===== src/hdl/qsl_pkg.sv =====
package qsl_pkg;

    localparam int COUNT_BITS_DEF = 16;
    localparam int CONSUMED_W     = 16;

    localparam logic [7:0] CH_END    = 8'h00;
    localparam logic [7:0] CH_SPACE  = 8'h20;
    localparam logic [7:0] CH_NL     = 8'h0A;
    localparam logic [7:0] CH_CR     = 8'h0D;
    localparam logic [7:0] CH_TAB    = 8'h09;
    localparam logic [7:0] CH_SLASH  = 8'h2F;
    localparam logic [7:0] CH_STAR   = 8'h2A;
    localparam logic [7:0] CH_BSLASH = 8'h5C;
    localparam logic [7:0] CH_DQUOTE = 8'h22;
    localparam logic [7:0] CH_SQUOTE = 8'h27;
    localparam logic [7:0] CH_LOW_N  = 8'h6E;
    localparam logic [7:0] CH_LOW_R  = 8'h72;
    localparam logic [7:0] CH_LOW_T  = 8'h74;

    typedef enum logic [2:0] {
        PH_FILLER = 3'd0,
        PH_LINE   = 3'd1,
        PH_BLOCK  = 3'd2,
        PH_STRING = 3'd3,
        PH_ESCAPE = 3'd4
    } phase_t;

    typedef enum logic [2:0] {
        ST_NONE   = 3'd0,
        ST_OK     = 3'd1,
        ST_UNESC  = 3'd2,
        ST_NOQ    = 3'd3,
        ST_BADESC = 3'd4
    } status_t;

    typedef struct packed {
        logic [7:0]            out_byte;
        logic                  out_valid;
        logic                  done_res;
        status_t               status;
        logic [CONSUMED_W-1:0] consumed;
    } res_t;

endpackage


===== src/hdl/qsl_input_stage.sv =====
module qsl_input_stage (
    input  logic       clk,
    input  logic       rst_n,
    input  logic       in_valid,
    output logic       in_stall,
    input  logic [7:0] text_byte,
    input  logic       down_ready,
    output logic       item_valid,
    output logic [7:0] item_byte
);
    import qsl_pkg::*;

    logic       item_valid_reg;
    logic       item_valid_next;
    logic [7:0] item_byte_reg;
    logic [7:0] item_byte_next;

    // The held byte blocks new input only when it cannot move on this cycle.
    assign in_stall = item_valid_reg && !down_ready;

    always_comb
    begin
        item_valid_next = in_stall ? 1'b1 : in_valid;
        item_byte_next  = (in_valid && !in_stall) ? text_byte : item_byte_reg;
    end

    always_ff @(posedge clk or negedge rst_n)
    begin
        if (!rst_n)
        begin
            item_valid_reg <= 1'b0;
        end
        else
        begin
            item_valid_reg <= item_valid_next;
        end
    end

    always_ff @(posedge clk)
    begin
        item_byte_reg <= item_byte_next;
    end

    assign item_valid = item_valid_reg;
    assign item_byte  = item_byte_reg;

endmodule


===== src/hdl/qsl_core.sv =====
module qsl_core #(
    parameter int COUNT_BITS = qsl_pkg::COUNT_BITS_DEF
) (
    input  logic         clk,
    input  logic         rst_n,
    input  logic         step,
    input  logic [7:0]   b,
    output qsl_pkg::res_t res
);
    import qsl_pkg::*;

    phase_t                phase_reg,  phase_next;
    logic                  pending_slash_reg, pending_slash_next;
    logic                  pending_star_reg,  pending_star_next;
    logic                  double_quoted_reg, double_quoted_next;
    logic                  bad_escape_reg,    bad_escape_next;
    logic [COUNT_BITS-1:0] byte_count_reg,    byte_count_next;

    logic [COUNT_BITS-1:0] cnt_stepped;
    logic                  cnt_over;
    logic [7:0]            close_quote;
    logic                  esc_known;
    logic [7:0]            esc_byte;

    // Saturating count of the bytes in this request, end of text excluded.
    assign cnt_stepped = byte_count_reg
        + COUNT_BITS'((b != CH_END) && (byte_count_reg != {COUNT_BITS{1'b1}}));
    assign cnt_over    = |(cnt_stepped >> CONSUMED_W);
    assign close_quote = double_quoted_reg ? CH_DQUOTE : CH_SQUOTE;

    always_comb
    begin
        esc_known = 1'b1;
        case (b)
            CH_DQUOTE: esc_byte = CH_DQUOTE;
            CH_BSLASH: esc_byte = CH_BSLASH;
            CH_LOW_N:  esc_byte = CH_NL;
            CH_LOW_R:  esc_byte = CH_CR;
            CH_LOW_T:  esc_byte = CH_TAB;
            default:
            begin
                esc_byte  = 8'h00;
                esc_known = 1'b0;
            end
        endcase
    end

    // Result of the current byte.
    always_comb
    begin
        res = '0;
        case (phase_reg)
            PH_LINE, PH_BLOCK:
            begin
                res.done_res = (b == CH_END);
            end
            PH_STRING:
            begin
                if (b == CH_END)
                begin
                    res.done_res = 1'b1;
                    res.status   = ST_NOQ;
                end
                else if (b == close_quote)
                begin
                    res.done_res = 1'b1;
                    if (bad_escape_reg)
                    begin
                        res.status = ST_BADESC;
                    end
                    else
                    begin
                        res.status   = ST_OK;
                        res.consumed = cnt_over ? {CONSUMED_W{1'b1}}
                                                : CONSUMED_W'(cnt_stepped);
                    end
                end
                else if (!(double_quoted_reg && b == CH_BSLASH))
                begin
                    res.out_byte  = b;
                    res.out_valid = 1'b1;
                end
            end
            PH_ESCAPE:
            begin
                if (b == CH_END)
                begin
                    res.done_res = 1'b1;
                    res.status   = ST_UNESC;
                end
                else
                begin
                    res.out_byte  = esc_byte;
                    res.out_valid = esc_known;
                end
            end
            default:
            begin
                if (pending_slash_reg)
                begin
                    res.done_res = !(b inside {CH_STAR, CH_SLASH});
                end
                else
                begin
                    res.done_res =
                        !(b inside {CH_SPACE, CH_NL, CH_SLASH, CH_DQUOTE, CH_SQUOTE});
                end
            end
        endcase
    end

    // Next lexer state.
    always_comb
    begin
        phase_next         = phase_reg;
        pending_slash_next = pending_slash_reg;
        pending_star_next  = pending_star_reg;
        double_quoted_next = double_quoted_reg;
        bad_escape_next    = bad_escape_reg;
        byte_count_next    = cnt_stepped;
        case (phase_reg)
            PH_LINE:
            begin
                if (b == CH_NL)
                begin
                    phase_next = PH_FILLER;
                end
            end
            PH_BLOCK:
            begin
                if (pending_star_reg && b == CH_SLASH)
                begin
                    phase_next        = PH_FILLER;
                    pending_star_next = 1'b0;
                end
                else
                begin
                    pending_star_next = (b == CH_STAR);
                end
            end
            PH_STRING:
            begin
                if (double_quoted_reg && b == CH_BSLASH)
                begin
                    phase_next = PH_ESCAPE;
                end
            end
            PH_ESCAPE:
            begin
                phase_next = PH_STRING;
                if (!esc_known)
                begin
                    bad_escape_next = 1'b1;
                end
            end
            default:
            begin
                phase_next = PH_FILLER;
                if (pending_slash_reg)
                begin
                    pending_slash_next = 1'b0;
                    if (b == CH_STAR)
                    begin
                        phase_next        = PH_BLOCK;
                        pending_star_next = 1'b0;
                    end
                    else if (b == CH_SLASH)
                    begin
                        phase_next = PH_LINE;
                    end
                end
                else if (b == CH_SLASH)
                begin
                    pending_slash_next = 1'b1;
                end
                else if (b == CH_DQUOTE || b == CH_SQUOTE)
                begin
                    phase_next         = PH_STRING;
                    double_quoted_next = (b == CH_DQUOTE);
                    bad_escape_next    = 1'b0;
                end
            end
        endcase
        if (res.done_res)
        begin
            phase_next         = PH_FILLER;
            pending_slash_next = 1'b0;
            pending_star_next  = 1'b0;
            double_quoted_next = 1'b0;
            bad_escape_next    = 1'b0;
            byte_count_next    = '0;
        end
    end

    always_ff @(posedge clk or negedge rst_n)
    begin
        if (!rst_n)
        begin
            phase_reg         <= PH_FILLER;
            pending_slash_reg <= 1'b0;
            pending_star_reg  <= 1'b0;
            double_quoted_reg <= 1'b0;
            bad_escape_reg    <= 1'b0;
            byte_count_reg    <= '0;
        end
        else if (step)
        begin
            phase_reg         <= phase_next;
            pending_slash_reg <= pending_slash_next;
            pending_star_reg  <= pending_star_next;
            double_quoted_reg <= double_quoted_next;
            bad_escape_reg    <= bad_escape_next;
            byte_count_reg    <= byte_count_next;
        end
    end

endmodule


===== src/hdl/qsl_result_stage.sv =====
module qsl_result_stage (
    input  logic                        clk,
    input  logic                        rst_n,
    input  logic                        load,
    input  qsl_pkg::res_t               res_in,
    output logic                        ready,
    output logic                        res_valid,
    input  logic                        res_stall,
    output logic [7:0]                  out_byte,
    output logic                        out_valid,
    output logic                        done_res,
    output logic [2:0]                  status,
    output logic [qsl_pkg::CONSUMED_W-1:0] consumed
);
    import qsl_pkg::*;

    logic res_valid_reg;
    logic res_valid_next;
    res_t res_reg;
    res_t res_next;

    // The register can take a new beat when it is empty or being drained.
    assign ready = !res_valid_reg || !res_stall;

    always_comb
    begin
        res_valid_next = load ? 1'b1 : (res_valid_reg && res_stall);
        res_next       = load ? res_in : res_reg;
    end

    always_ff @(posedge clk or negedge rst_n)
    begin
        if (!rst_n)
        begin
            res_valid_reg <= 1'b0;
        end
        else
        begin
            res_valid_reg <= res_valid_next;
        end
    end

    always_ff @(posedge clk)
    begin
        res_reg <= res_next;
    end

    assign res_valid = res_valid_reg;
    assign out_byte  = res_reg.out_byte;
    assign out_valid = res_reg.out_valid;
    assign done_res  = res_reg.done_res;
    assign status    = 3'(res_reg.status);
    assign consumed  = res_reg.consumed;

endmodule


===== src/hdl/quoted_string_literal_lexer_top.sv =====
// Channel   Handshake            Payload
// input     in_valid / in_stall  text_byte
// result    res_valid/ res_stall out_byte, out_valid, done_res, status, consumed
//
// One byte is accepted every cycle while in_stall is low, and every byte yields
// exactly one result beat. An accepted byte is held in the input register, then
// passes through the lexer update into the result register, where its result beat
// stays on the result port until it is taken.
// rst_n clears all lexer state and both valid flags asynchronously.
// A stalled result holds its beat; the input register still takes one more byte,
// and in_stall rises only while that byte waits behind the stalled result.
module quoted_string_literal_lexer_top #(
    parameter int COUNT_BITS = qsl_pkg::COUNT_BITS_DEF
) (
    input  logic                           clk,
    input  logic                           rst_n,
    input  logic                           in_valid,
    output logic                           in_stall,
    input  logic [7:0]                     text_byte,
    output logic                           res_valid,
    input  logic                           res_stall,
    output logic [7:0]                     out_byte,
    output logic                           out_valid,
    output logic                           done_res,
    output logic [2:0]                     status,
    output logic [qsl_pkg::CONSUMED_W-1:0] consumed
);
    import qsl_pkg::*;

    logic       res_ready;
    logic       item_valid;
    logic [7:0] item_byte;
    logic       step;
    res_t       core_res;

    // The lexer state advances exactly when the held byte moves into the
    // result register, so each byte updates the state once.
    assign step = item_valid && res_ready;

    qsl_input_stage u_input (
        .clk        (clk),
        .rst_n      (rst_n),
        .in_valid   (in_valid),
        .in_stall   (in_stall),
        .text_byte  (text_byte),
        .down_ready (res_ready),
        .item_valid (item_valid),
        .item_byte  (item_byte)
    );

    // Filler skipping, comment tracking, quote matching and escape decoding.
    qsl_core #(
        .COUNT_BITS (COUNT_BITS)
    ) u_core (
        .clk   (clk),
        .rst_n (rst_n),
        .step  (step),
        .b     (item_byte),
        .res   (core_res)
    );

    qsl_result_stage u_result (
        .clk       (clk),
        .rst_n     (rst_n),
        .load      (step),
        .res_in    (core_res),
        .ready     (res_ready),
        .res_valid (res_valid),
        .res_stall (res_stall),
        .out_byte  (out_byte),
        .out_valid (out_valid),
        .done_res  (done_res),
        .status    (status),
        .consumed  (consumed)
    );

endmodule


===== config.mk =====
export PLATFORM = sky130hd
export DESIGN_NAME = quoted_string_literal_lexer_top
export DESIGN_NICKNAME = d
export VERILOG_FILES = /design/src/hdl/qsl_pkg.sv /design/src/hdl/qsl_input_stage.sv /design/src/hdl/qsl_core.sv /design/src/hdl/qsl_result_stage.sv /design/src/hdl/quoted_string_literal_lexer_top.sv
export SDC_FILE = /design/constraint.sdc
export NUM_CORES = 1
export LEC_CHECK = 0
export ABC_CLOCK_PERIOD_IN_PS = 8200
export BUFFER_PORTS_ARGS = -buffer_cell sky130_fd_sc_hd__buf_2
export CAP_MARGIN = 0
export CELL_PAD_IN_SITES_DETAIL_PLACEMENT = 0
export CELL_PAD_IN_SITES_GLOBAL_PLACEMENT = 1
export CORE_MARGIN = 5
export CORE_UTILIZATION = 48
export CTS_CLUSTER_SIZE = 30
export DETAILED_ROUTE_END_ITERATION = 8
export GPL_ROUTABILITY_DRIVEN = 0
export PLACE_DENSITY_LB_ADDON = 0.1
export SETUP_SLACK_MARGIN = 0.5
export SYNTH_ARGS = -nofsm -noshare
export SYNTH_HDL_FRONTEND = slang
export SYNTH_SLANG_ARGS = --single-unit

===== constraint.sdc =====
create_clock -name clk -period 8.2 [get_ports clk]
set_clock_uncertainty 0.2 [all_clocks]
set_input_delay 0.41 -clock clk [delete_from_list [all_inputs] [get_ports clk]]
set_output_delay 0.41 -clock clk [all_outputs]
set_load 0.01 [all_outputs]

* Word level (Yosys, flattened, before mapping)
Index checks and enable logic that the tools add are counted.
** Word-level totals
- Input port bits :: 12
- Output and inout port bits :: 31
- Register bits after elaboration :: 62
- Logic and storage cells :: 127
** Cells by class
- Muxes and demuxes :: 49
- Add/subtract/negate cells :: 1
- Bitwise operators :: 2
- Reduce and logical (&&, ||, !) cells :: 34
- Equal/unequal tests :: 27
** Operator list (number)
- == test 8 x 6 -> 1 bit, second input constant :: 5
- one-hot mux 7 bit (5 select lines) :: 1
- == test 8 x 7 -> 1 bit, second input constant :: 4
- 2-to-1 mux 16 bit :: 2
- 2-to-1 mux 3 bit :: 9
- 2-to-1 mux 9 bit :: 3
- 2-to-1 mux 1 bit :: 23
- 2-to-1 mux 20 bit :: 1
- one-hot mux 9 bit (2 select lines) :: 1
- adder 16 x 1 -> 16 bit :: 1
- != test 16 bit, second input constant :: 1
- one-hot mux 3 bit (4 select lines) :: 1
- != test 2 x 1 -> 1 bit, second input constant :: 5
- != test 3 x 1 -> 1 bit, second input constant :: 3
- != test 3 x 2 -> 1 bit, second input constant :: 3
- nonzero test 3 bit :: 3
- == test 8 x 4 -> 1 bit, second input constant :: 1
- == test 8 bit :: 1
- logical NOT 8 bit :: 1
- 2-to-1 mux 4 bit :: 2
- 2-to-1 mux 8 bit :: 1
- AND reduction 4 bit :: 2
- nonzero test 8 bit :: 1
- OR reduction 4 bit :: 2
- 19 further kinds :: 36

* Logic depth before layout (Yosys ltp)
Gate-level depths: netlist (run 1).
- Word-level depth :: 9
- Gate-level depth with buffers :: 12
- Gate-level depth less buffers :: 12

* Hierarchy
Synthesis (run 1) repeated with hierarchy kept, for this count alone.
** Unflattened totals
- Cells, all modules :: 327
- Area total of the unflattened synthesis :: 3440.8 um2
** By module, submodules not included
- qsl_core :: instances 1, cells each 281, seq. area each 575.6 um2, area an instance 2229.6 um2
- qsl_result_stage :: instances 1, cells each 32, seq. area each 895.9 um2, area an instance 907.1 um2
- qsl_input_stage :: instances 1, cells each 13, seq. area each 265.3 um2, area an instance 297.8 um2
- quoted_string_literal_lexer_top :: instances 1, cells each 1, seq. area each 0.0 um2, area an instance 6.3 um2

* Worst setup path before layout (run 1)
Ideal clock, no wire load.
- Kind :: reg-to-reg
- Start :: register u_input.item_byte_reg[0], in the netlist u_input.item_byte[0]
- End :: register u_result.res_reg, in the netlist u_result.consumed[12], data pin
- Buffers on the path :: 1
- Cell stages (with the launch flop) :: 13
- Library setup time :: 0.266 ns
- Required time :: 7.734 ns
- Arrival time :: 2.223 ns
- Period minus slack after synthesis :: 2.689 ns
- Setup slack :: 5.511 ns
- Cell sequence :: edfxtp_1 -> clkbuf_1 -> nor4_1 -> nand2_1 -> o41a_1 -> ha_1 -> ha_1 -> nand4_1 -> nor2_1 -> nand2_1 -> nor2_1 -> xnor2_1 -> nor2_1
** Between the ends
- Cells in the longest elaborated chain, start to end :: 3
- Elaborated cells on any way between the ends :: 7
- Classes of those cells :: add/sub (1); eq/ne (1); bitwise (1); reduce/logical (4)
** Ends and longest elaborated chain
- start: declaration :: RTL line qsl_input_stage.sv:15 : logic [7:0] item_byte_reg;
- start signal: assignment :: RTL line qsl_input_stage.sv:41 : item_byte_reg <= item_byte_next;
- nonzero test 8 bit / == test 8 bit (equally long branches) :: RTL line qsl_core.sv:27, qsl_core.sv:64
- logical AND 1 bit / inverter 1 bit (equally long branches)
- adder 16 x 1 -> 16 bit / OR reduction 4 bit (equally long branches)
- end signal: assignment :: RTL line qsl_result_stage.sv:45 : res_reg <= res_next;
- end: declaration :: RTL line qsl_result_stage.sv:19 : res_t res_reg;
Several ways; a longest one is shown, not always the timed one.
A chain may end at the register's enable or synchronous reset.

* Worst setup path after layout (run 1)
- Start :: register u_input.item_byte_reg[2], in the netlist u_input.item_byte[2]
- End :: register u_result.res_reg, in the netlist u_result.consumed[12], data pin
The elaborated chain is that of the path after synthesis.

==> metrics.md, run 1 <==
| Metric | Value |
|---|---|
| Most frequent CP cell | nor2_1 |
| Synthesized area per cell | 10.33 um2 |
| Maximum VDD drop | 0.1141 mV |
| Min-Delay Path Class | primary input to flip-flop |
| Die ar. | 8383 um2 |
| Final number of setup-violating endpoints | 0 |
| Initial DRC count | 160 |
| Final-layout fill cell count | 571 |
| #FFs+latches synth | 62 |
| Post-CTS Setup Bufs | 0 |
| Vias in the first global route | 2214 |
| Ant diodes | 0 |
| Layout Nets | 362 |
| Placed insts | 413 |
| Hold worst-path end | u_input.item_byte[0]$_DFFE_PP_ |
| Die width | 91.56 um |
| Hold depth | 1 |
| Setup TNS | 0 ns |
| Vias per cell | 5.605 |
| Final Max Tran Viols | 0 |
| Slew margin rel. | 56.19% |
| Mux share of post-synthesis cell area | 0.3527% |
| Hpwl dp | 4.543 mm |
| GR Util met1 | 25.13% |
| Reg area | 1737 um2 |
| Placed inst area | 3426 um2 |
| CTS Hold Bufs | 1 |
| I/O Buffers | 42 |
| Worst slew pin tran | 0.6406 ns |
| Syn nets | 323 |
| Clk sink count | 62 |
| Max Clk Rate | 324.1 MHz |
| Critical Path Slowest Stage Cell | edfxtp_1 |
| RSZ-0062 raised after global routing | false |
| Power per Cell Area | 183.3 nW/um2 |
| Critical Path Start Type | flip-flop |
| Worst-path clk slew | 0.07 ns |
| Max clock buf depth | 2 |
| Async set or reset register ratio after synthesis | 40.32% |
| Post-place setup slack | 5.128 ns |
| Vias | 2410 |
| FF-to-FF End | u_result.consumed[12]$_SDFFCE_PP0P_ |
| Final period utilization | 37.63% |
| Hold path startpoint | text_byte[0] |
| Worst EP required | 8.07 ns |
| First-pass GRT wire length | 11.12 mm |
| Synth Area in Compound Gates | 14.77% |
| I/O Pins | 43 |
| Root Buffer | clkbuf_8 |
| Global Route Usage Sum | 16.58% |
| Main combinational cell family by area after synthesis | simple AND/OR/NAND/NOR gates |
| Share of layout cells above drive strength 1 | 19.55% |
| Gate Count Post-Synth | 309 |
| Worst endpoint data arrival time | 2.96 ns |
| Pre-Repair DR Iteration Count | 4 |
| Largest stage delay, worst path | 0.55 ns |
| Post-Synth XOR/XNOR Area | 4.663% |
| Initial antenna violation count | 0 |
| Worst-path maximum fanout | 12 |
| Multi-input logic area | 1338 um2 |
| Core ar. | 6422 um2 |
| H-tree levels | 3 |
| Post-route cell area | 3636 um2 |
| Post-synthesis sequential area ratio | 54.39% |
| Main synth FF type | edfxtp_1 |
| Mapped cell area | 3193 um2 |
| Largest net degree at the start of global routing | 41 |
| Starting Density | 49.72% |
| CP Capture Type | flip-flop |
| Unique masters post-synth | 52 |
| Final core utilization | 56.61% |
| Overflow after GRT | 0 |
| Antenna-violating nets left | 0 |
| TritonCTS clock tree | done |
| Post-synthesis simple-gate area fraction | 21.32% |
| Fin cells | 430 |
| Area delta synth->final | 13.87% |
| Row count | 29 |
| Final Hold Fails | 0 |
| GR peak layer | met1 |
| # DRC | 0 |
| Worst reg2reg setup slack | 5.11 ns |
| TritonCTS buffer count | 9 |
| Met2 Usage GRT | 22.58% |
| Yosys warns | 0 |
| Critical path class | flip-flop to flip-flop |
| Crit path cell chain | nor4_1 > nand2_1 > o41a_1 > ha_1 > ha_1 > nand4_1 > nor2_1 > nand2_1 > nor2_1 > xnor2_1 > nor2_1 |
| R2R depth | 11 |
| Chip height | 91.56 um |
| Leakage | 1.447 nW |
| Max cap viols | 0 |
| Adder-Cell Fraction of Synth Area | 0.7837% |
| Global-route met3 utilization | 3.554% |
| Final Critical Period | 3.086 ns |
| Setup slack after layout | 5.114 ns |
| Final WL | 6.730 mm |
| Clk_lat worst skew | 0.34 ns |
| Wire length per cell | 15.65 um |
| Reg-to-Reg Start | u_input.item_byte[2]$_DFFE_PP_ |
| Resized Gates After CTS | 0 |
| Post-synth EDFFs | 37 |
| Status | finished clean |
-- worst max path at each step --
stage,start,endpoint,slack (ns),cells past startpoint
6_report,u_input.item_byte[2]$_DFFE_PP_,u_result.consumed[12]$_SDFFCE_PP0P_,5.11,11
4_1_cts,u_input.item_byte[2]$_DFFE_PP_,u_result.consumed[12]$_SDFFCE_PP0P_,5.09,11
2_1_floorplan,u_input.item_byte[0]$_DFFE_PP_,u_result.consumed[12]$_SDFFCE_PP0P_,5.51,12
5_1_grt,u_input.item_byte[2]$_DFFE_PP_,u_result.consumed[12]$_SDFFCE_PP0P_,4.90,11
3_3_place_gp,u_input.item_byte[5]$_DFFE_PP_,u_result.consumed[12]$_SDFFCE_PP0P_,5.06,11
3_5_place_dp,u_input.item_byte[2]$_DFFE_PP_,u_result.consumed[12]$_SDFFCE_PP0P_,5.13,11
-- logic make-up (layout without fill, tap and decap cells) --
logic type               count (synthesis)  after routing
AO/OA/AOI/OAI                           68             68
multiplexers                             1              1
AND/OR/NAND/NOR                        133            133
flip-flops                              62             62
buffers and inverters                   26             70
XOR/XNOR                                17             17
adder cells (fa/ha/maj)                  2              2
-- routing by layer --
layer	vias up	wire [um]
met2	61	2851
met1	1144	3472
met4	0	99
met5	-	0
li1	1195	-
met3	10	306
-- where the power goes --
group / internal [mW] / switching (mW)
logic: 0.0155 / 0.0301
registers: 0.345 / 0.00814
clock network: 0.149 / 0.119
total: 0.509 / 0.157
-- critical path, delay by kind of cell (launching register included) --
family          cells  cell delay [ns]
fa+ha+maj           2             0.47
compound gates      1             0.18
simple gates        7             1.27
flops               1             0.55
xor+xnor            1             0.14
-- layout make-up --
| class | instances | area share [%] |
|---|---|---|
| flip-flops and latches | 62 | 47.76 |
| multi-input cells | 221 | 36.79 |
| repair buffers | 44 | 6.263 |
| clock buffers | 11 | 3.889 |
| well taps | 77 | 2.650 |
| clock inverters | 5 | 1.617 |
| inverters | 10 | 1.032 |
-- cell usage after synthesis, types with 3 or more instances --
library cell	number	area, um2
nor2_1	42	157.7
edfxtp_1	37	1111
nand2_1	28	105.1
dfrtp_1	25	625.6
a22o_1	14	122.6
o21ai_0	13	65.06
o21ai_1	11	55.05
xnor2_1	11	96.34
clkbuf_1	10	37.54
inv_1	10	37.54
a21oi_1	9	45.04
and3_1	9	56.30
nor2b_1	7	43.79
nand3_1	6	30.03
nor3_1	6	30.03
o31ai_1	6	45.04
xor2_1	6	52.55
nand2b_1	5	31.28
a31oi_1	4	25.02
and2_1	4	25.02
nand4_1	4	25.02
nand3b_1	3	22.52
nor4_1	3	18.77
or2_2	3	18.77
-- layout by cell type (no fill, tap or decap), types with 10 or more instances in the layout --
| master | count |
|---|---|
| o21ai_0 | 13 |
| inv_1 | 10 |
| dfrtp_1 | 25 |
| edfxtp_1 | 37 |
| o21ai_1 | 11 |
| xnor2_1 | 11 |
| nor2_1 | 42 |
| clkbuf_8 | 10 |
| buf_2 | 42 |
| nand2_1 | 28 |
| a22o_1 | 14 |
-- metrics by stage --
| stage | hold slack, ns | total power, mW |
|---|---|---|
| 2_1_floorplan | -0.08559 | 0.3858 |
| 3_3_place_gp | 0.2500 | 0.4041 |
| 3_5_place_dp | 0.2567 | 0.4050 |
| 4_1_cts | 0.03306 | 0.6711 |
| 5_1_grt | 0.03482 | 0.6948 |
| 6_report | 0.04335 | 0.6664 |
(Power assumes the default switching activity.)
==> run 2: changes to the inputs <==
- ABC_CLOCK_PERIOD_IN_PS: 8200 -> 3100
- CORE_UTILIZATION: 48 -> 45
- clock period: 8.2 -> 3.1 ns (I/O delays scaled with it)
==> metrics.md, run 2 (synthesis gave the netlist of run 1 again) <==
| Metric | Value |
|---|---|
| Status | finished clean (unchanged) |
| Placed inst area | 3561 um2 (was 3426 um2) |
| Ant diodes | 0 (unchanged) |
| Worst reg2reg setup slack | 0.47 ns (was 5.11 ns) |
| Vias | 2719 (was 2410) |
| Max clock buf depth | 2 (unchanged) |
| RSZ-0062 raised after global routing | true (was false) |
| Commonest non-fill, non-tap cells in the layout | 42 x buf_2, 39 x buf_4, 37 x nor2_1, 37 x edfxtp_1 (was 42 x nor2_1, 42 x buf_2, 37 x edfxtp_1, 28 x nand2_1, 25 x dfrtp_1) |
| Setup TNS | 0 ns (unchanged) |
| Root Buffer | clkbuf_8 (unchanged) |
| Final core utilization | 63.24% (was 56.61%) |
| Die width | 94.24 um (was 91.56 um) |
| Final period utilization | 84.72% (was 37.63%) |
| Initial DRC count | 118 (was 160) |
| Crit path cell chain | or4b_4 > a211o_1 > o211ai_2 > o31a_4 > clkbuf_16 > o21ai_1 > a22o_1 (was nor4_1 > nand2_1 > o41a_1 > ha_1 > ha_1 > nand4_1 > nor2_1 > nand2_1 > nor2_1 > xnor2_1 > nor2_1) |
| Most common cell after layout, fill and taps aside | buf_2 |
| Worst-path maximum fanout | 7 (was 12) |
| Worst slew pin tran | 0.6168 ns (was 0.6406 ns) |
| Min-Delay Path Class | primary input to async pin (was primary input to flip-flop) |
| Final Max Tran Viols | 0 (unchanged) |
| Slew margin rel. | 58.88% (was 56.19%) |
| Critical Path Slowest Stage Cell | or4b_4 (was edfxtp_1) |
| Die ar. | 8880 um2 (was 8383 um2) |
| Area delta synth->final | 35.31% (was 13.87%) |
| CP Capture Type | flip-flop (unchanged) |
| Final number of setup-violating endpoints | 0 (unchanged) |
| Max Clk Rate | 380.7 MHz (was 324.1 MHz) |
| First-pass GRT wire length | 12.49 mm (was 11.12 mm) |
| I/O Pins | 43 (unchanged) |
| Overflow after GRT | 0 (unchanged) |
| Final Hold Fails | 0 (unchanged) |
| Critical path class | flip-flop to flip-flop (unchanged) |
| Chip height | 94.24 um (was 91.56 um) |
| Setup slack after layout | 0.4735 ns (was 5.114 ns) |
| Largest stage delay, worst path | 0.61 ns (was 0.55 ns) |
| Starting Density | 46.74% (was 49.72%) |
| TritonCTS clock tree | done (unchanged) |
| Placed insts | 443 (was 413) |
| PnR Total Power | 1.734 mW (was 0.6664 mW) |
| Vias per cell | 5.384 (was 5.605) |
| H-tree levels | 3 (unchanged) |
| TritonCTS buffer count | 9 (unchanged) |
| Clk_lat worst skew | 0.34 ns (about the same) |
| Hpwl dp | 4.696 mm (was 4.543 mm) |
| Antenna-violating nets left | 0 (unchanged) |
| Final-layout fill cell count | 570 (was 571) |
| Final Critical Period | 2.626 ns (was 3.086 ns) |
| Post-place setup slack | 0.1171 ns (was 5.128 ns) |
| Power per Cell Area | 401.4 nW/um2 (was 183.3 nW/um2) |
| Core ar. | 6832 um2 (was 6422 um2) |
| Row count | 30 (was 29) |
| WHS | 0.1658 ns (was 0.04335 ns) |
| Maximum VDD drop | 0.2117 mV (was 0.1141 mV) |
| Vias in the first global route | 2548 (was 2214) |
| Final WL | 7.820 mm (was 6.730 mm) |
| Fin cells | 505 (was 430) |
| Global Route Usage Sum | 18.15% (was 16.58%) |
| Leakage | 1.754 nW (was 1.447 nW) |
| Pre-Repair DR Iteration Count | 5 (was 4) |
| Worst-path clk slew | 0.07 ns (about the same) |
| Post-route cell area | 4320 um2 (was 3636 um2) |
| Clk sink count | 62 (unchanged) |
| # DRC | 0 (unchanged) |
| I/O Buffers | 42 (unchanged) |
| Max cap viols | 0 (unchanged) |
| Layout Nets | 418 (was 362) |
| Wire length per cell | 15.49 um (was 15.65 um) |
| Share of layout cells above drive strength 1 | 34.96% (was 19.55%) |
| Worst EP required | 3.13 ns (was 8.07 ns) |
| Worst endpoint data arrival time | 2.65 ns (was 2.96 ns) |
| Critical Path Start Type | flip-flop (unchanged) |
| Largest net degree at the start of global routing | 32 (was 41) |
| Initial antenna violation count | 0 (unchanged) |
run 2: cell types whose count changed in the layout (fill, tap and decap cells not counted), moves of 3 or more:
cell,change
buf_6,+3
buf_4,+38
nand2_1,-3
nor2_4,+3
dlygate4sd3_1,+11
nor2_1,-5
and3_4,+5
and3_1,-5
run 2: power breakdown:
group	leakage (nW)	switching, mW	internal [mW]	total, mW
combinational	0.960	0.105	0.0782	0.184
clock	0.0861	0.315	0.308	0.623
sequential	0.708	0.0153	0.912	0.927
run 2: area by class of cell:
| cell class | count | area, um2 | area share (%) |
|---|---|---|---|
| Sequential cell | 62 | 1737 | 40.20 |
| Clock buffer | 12 | 145.1 | 3.359 |
| Inverter | 10 | 37.54 | 0.8688 |
| Tap cell | 96 | 120.1 | 2.780 |
| Clock inverter | 4 | 22.52 | 0.5213 |
| Timing Repair Buffer | 100 | 742.0 | 17.17 |
| Multi-Input combinational cell | 221 | 1516 | 35.10 |
run 2: layer usage:
layer / vias up / wire length (um) / GRT usage [%]
li1: 1309 / - / -
met1: 1323 / 3785 / 24.42
met2: 77 / 3571 / 28.07
met3: 10 / 356 / 3.526
met4: 0 / 107 / 8.544
met5: - / 0 / 0
run 2: repair_timing:
| item | 4_1_cts | 5_1_grt |
|---|---|---|
| setup buffers | 21 | 11 |
| endpoints found under the setup margin | 34 | 32 |
| resized for setup | 15 | 27 |
| pin swaps | 9 | 12 |
| hold buffers | 12 | 0 |
| gates cloned | 0 | 2 |
| endpoints found under the hold margin | 35 | 0 |
run 2: final timing paths:
check / startpoint / to / cells past startpoint
max: u_input.item_byte[4]$_DFFE_PP_ / u_core.byte_count_reg[15]$_DFFE_PN0P_ / 7
min: rst_n / u_core.bad_escape_reg$_DFFE_PN0P_ / 2
max reg2reg: u_input.item_byte[4]$_DFFE_PP_ / u_core.byte_count_reg[15]$_DFFE_PN0P_ / 7
min reg2reg: u_input.item_valid$_DFF_PN0_ / u_result.res_valid$_DFF_PN0_ / 1
max in group asynchronous: rst_n / u_core.pending_slash_reg$_DFFE_PN0P_ / 2
min in group clk: u_input.item_valid$_DFF_PN0_ / u_result.res_valid$_DFF_PN0_ / 1
run 2: critical path, delay by kind of cell, from the launching register on:
family	cells	cell delay [ns]
AO/OA/AOI/OAI	5	1.06
buffers and inverters	1	0.17
AND/OR/NAND/NOR	1	0.61
flip-flops	1	0.47
==> run 3: changes to the inputs <==
- ABC_AREA: unset -> 1
- ABC_CLOCK_PERIOD_IN_PS: 3100 -> 2700
- CORE_UTILIZATION: 45 -> 44
- clock period: 3.1 -> 2.7 ns (I/O delays scaled with it)
==> metrics.md, run 3 <==
| Metric | Value |
|---|---|
| Synth area leader | edfxtp_1 (unchanged) |
| Worst EP required | 2.59 ns (was 3.13 ns) |
| PnR Total Power | 2.120 mW (was 1.734 mW) |
| Post-synth EDFFs | 37 (unchanged) |
| Layout Nets | 438 (was 418) |
| Starting Density | 44.57% (was 46.74%) |
| Yosys warns | 0 (unchanged) |
| Status | finished clean (unchanged) |
| Mapped cell area | 3181 um2 (was 3193 um2) |
| R2R depth | 12 (was 7) |
| Antenna-violating nets left | 0 (unchanged) |
| Vias in the first global route | 2478 (was 2548) |
| Largest net degree at the start of global routing | 37 (was 32) |
| Pre-Repair DR Iteration Count | 4 (was 5) |
| Clk sink count | 62 (unchanged) |
| Ant diodes | 0 (unchanged) |
| Final period utilization | 89.41% (was 84.72%) |
| Final WL | 7.208 mm (was 7.820 mm) |
| Synthesized area per cell | 9.410 um2 (was 10.33 um2) |
| Critical Path Slowest Stage Cell | edfxtp_1 (was or4b_4) |
| Setup crit end | u_result.consumed[6]$_SDFFCE_PP0P_ (was u_core.byte_count_reg[15]$_DFFE_PN0P_) |
| Min-Delay Path Class | primary input to async pin (unchanged) |
| Max clock buf depth | 2 (unchanged) |
| Hpwl dp | 5.034 mm (was 4.696 mm) |
| Slew margin rel. | 59.56% (was 58.88%) |
| Critical path class | flip-flop to flip-flop (unchanged) |
| WHS | 0.1313 ns (was 0.1658 ns) |
| Critical Path Start Type | flip-flop (unchanged) |
| RSZ-0062 raised after global routing | true (unchanged) |
| Number of cells on the critical path | 12 (was 7) |
| I/O Buffers | 42 (unchanged) |
| Worst-path clk slew | 0.07 ns (about the same) |
| Final Max Tran Viols | 0 (unchanged) |
| Vias | 2515 (was 2719) |
| Reg-to-Reg Start | u_input.item_byte[0]$_DFFE_PP_ (was u_input.item_byte[4]$_DFFE_PP_) |
| Vias per cell | 4.763 (was 5.384) |
| Overflow after GRT | 0 (unchanged) |
| H-tree levels | 3 (unchanged) |
| Main synth FF type | edfxtp_1 (unchanged) |
| CP Capture Type | flip-flop (unchanged) |
| Leakage | 1.820 nW (was 1.754 nW) |
| Share of layout cells above drive strength 1 | 33.57% (was 34.96%) |
| Power per Cell Area | 506.9 nW/um2 (was 401.4 nW/um2) |
| Chip height | 95.02 um (was 94.24 um) |
| Crit path cell chain | nor2_4 > nand3_2 > inv_2 > a41oi_2 > ha_2 > ha_4 > nand3_4 > nor3_4 > buf_6 > buf_12 > xor2_4 > nor2_1 (was or4b_4 > a211o_1 > o211ai_2 > o31a_4 > clkbuf_16 > o21ai_1 > a22o_1) |
| Unique masters post-synth | 37 (was 52) |
| Bufs and invs on worst path | 3 (was 1) |
| Worst-path maximum fanout | 4 (was 7) |
| Die width | 95.02 um (was 94.24 um) |
| First-pass GRT wire length | 11.93 mm (was 12.49 mm) |
| Setup TNS | 0 ns (unchanged) |
| Max cap viols | 0 (unchanged) |
| Cell family with most CP delay | simple AND/OR/NAND/NOR gates (was compound AO/OA/AOI/OAI gates) |
| Wire length per cell | 13.65 um (was 15.49 um) |
| Die ar. | 9029 um2 (was 8880 um2) |
| Final Hold Fails | 0 (unchanged) |
| Row count | 31 (was 30) |
| Final number of setup-violating endpoints | 0 (unchanged) |
| Global Route Usage Sum | 17.52% (was 18.15%) |
| #FFs+latches synth | 62 (unchanged) |
| Initial DRC count | 118 (unchanged) |
| TritonCTS buffer count | 9 (unchanged) |
| Count leader, synth | nand2_1 (was nor2_1) |
| Max Clk Rate | 414.2 MHz (was 380.7 MHz) |
| Synth top area share | 34.93% (was 34.80%) |
| # DRC | 0 (unchanged) |
| Area delta synth->final | 31.51% (was 35.31%) |
| Synth cell count leaders | 75 x nand2_1, 41 x inv_1, 40 x nor2_1 (was 42 x nor2_1, 37 x edfxtp_1, 28 x nand2_1) |
| Most common cell after layout, fill and taps aside | nand2_1 (was buf_2) |
| Final Critical Period | 2.414 ns (was 2.626 ns) |
| Worst endpoint data arrival time | 2.30 ns (was 2.65 ns) |
| Root Buffer | clkbuf_8 (unchanged) |
| Syn nets | 352 (was 323) |
| TritonCTS clock tree | done (unchanged) |
| Core ar. | 7137 um2 (was 6832 um2) |
| Initial antenna violation count | 0 (unchanged) |
| Clk_lat worst skew | 0.34 ns (about the same) |
| FF-to-FF End | u_result.consumed[6]$_SDFFCE_PP0P_ (was u_core.byte_count_reg[15]$_DFFE_PN0P_) |
| Post-synthesis sequential area ratio | 54.60% (was 54.39%) |
| Worst reg2reg setup slack | 0.29 ns (was 0.47 ns) |
| Worst slew pin tran | 0.6066 ns (was 0.6168 ns) |
| Largest stage delay, worst path | 0.45 ns (was 0.61 ns) |
| Gate Count Post-Synth | 338 (was 309) |
| Synth area leaders | edfxtp_1 35%, dfrtp_1 20%, nand2_1 8.9% (was edfxtp_1 35%, dfrtp_1 20%, nor2_1 4.9%) |
| Setup crit start | u_input.item_byte[0]$_DFFE_PP_ (was u_input.item_byte[4]$_DFFE_PP_) |
| I/O Pins | 43 (unchanged) |
| Commonest non-fill, non-tap cells in the layout | 75 x nand2_1, 42 x buf_2, 37 x inv_1, 37 x nor2_1, 37 x edfxtp_1 (was 42 x buf_2, 39 x buf_4, 37 x nor2_1, 37 x edfxtp_1) |
| Maximum VDD drop | 0.4150 mV (was 0.2117 mV) |
| Async set or reset register ratio after synthesis | 40.32% (unchanged) |
## run 3: cell count changes after synthesis, moves of 7 or more
cell / before / now
nand3_1: 6 / 13
o22ai_2: 0 / 8
inv_1: 10 / 41
nand2_1: 28 / 75
inv_2: 0 / 8
a22o_1: 14 / 0
and3_1: 9 / 0
o21ai_1: 11 / 1
nor2b_1: 7 / 0
clkbuf_1: 10 / 0
xnor2_1: 11 / 2
## run 3: stage by stage
stage	util [%]	area [um2]	cells	setup WS (ns)
finish	58.61	4183	528	0.2858
detailed placement	50.26	3587	483	0.05581
floorplan	-	3237	338	0.2952
global route	58.61	4183	528	0.1749
global placement	50.26	3587	483	0.1471
CTS	56.64	4043	522	0.3475
## run 3: metal layers
layer	track usage (%)	wire (um)	up-vias
li1	-	-	1288
met1	24.53	3552	1167
met2	26.54	3263	51
met3	3.473	276	9
met4	7.572	116	0
met5	0	0	-
## run 3: power by group
part | internal [mW] | total, mW | switching [mW]
clock network | 0.518 | 0.879 | 0.361
logic | 0.0648 | 0.178 | 0.113
registers | 1.05 | 1.06 | 0.0150
total | 1.63 | 2.12 | 0.489
## run 3: logic make-up after synthesis
| family | synth area share (%) |
|---|---|
| AO/OA/AOI/OAI | 8.930 |
| AND/OR/NAND/NOR | 24.67 |
| flip-flops | 54.60 |
| adder cells (fa/ha/maj) | 0.7867 |
| XOR/XNOR | 3.855 |
| buffers and inverters | 7.160 |
## run 3: repair_timing
action / CTS / global route
cloned: 0 / 0
endpoints found under the setup margin: 28 / 29
setup buffers: 12 / 6
pin swaps: 9 / 8
hold buffers: 11 / 0
gates resized for setup: 11 / 12
hold endpoints to repair: 35 / 0
## run 3: how the worst min path moves through the flow
stage / end / depth (start not counted)
floorplan: u_core.bad_escape_reg$_DFFE_PN0P_ / 0
global placement: u_core.byte_count_reg[7]$_DFFE_PN0P_ / 1
detailed placement: u_core.byte_count_reg[8]$_DFFE_PN0P_ / 1
CTS: u_core.byte_count_reg[8]$_DFFE_PN0P_ / 2
global route: u_core.byte_count_reg[14]$_DFFE_PN0P_ / 2
finish: u_core.byte_count_reg[13]$_DFFE_PN0P_ / 2
## run 3: area by class of cell
class / count / area, um2
fill: 679 / 2954
sequential: 62 / 1738
multi-input combinational: 222 / 1388
timing repair buffer: 78 / 528.0
inverter: 51 / 191.4
clock buffer: 10 / 127.6
tap: 99 / 123.9
clock inverter: 6 / 86.33
## run 3: worst reg2reg max path: cells and delay by family, from the launching register on
family                     cells  cell delay (ns)
xor gates and xnor gates       1             0.16
buffers and inverters          3             0.31
AOI/OAI and AO/OA              1             0.15
DFF                            1             0.45
adders and majority gates      2             0.37
and+or+nand+nor                5             0.52
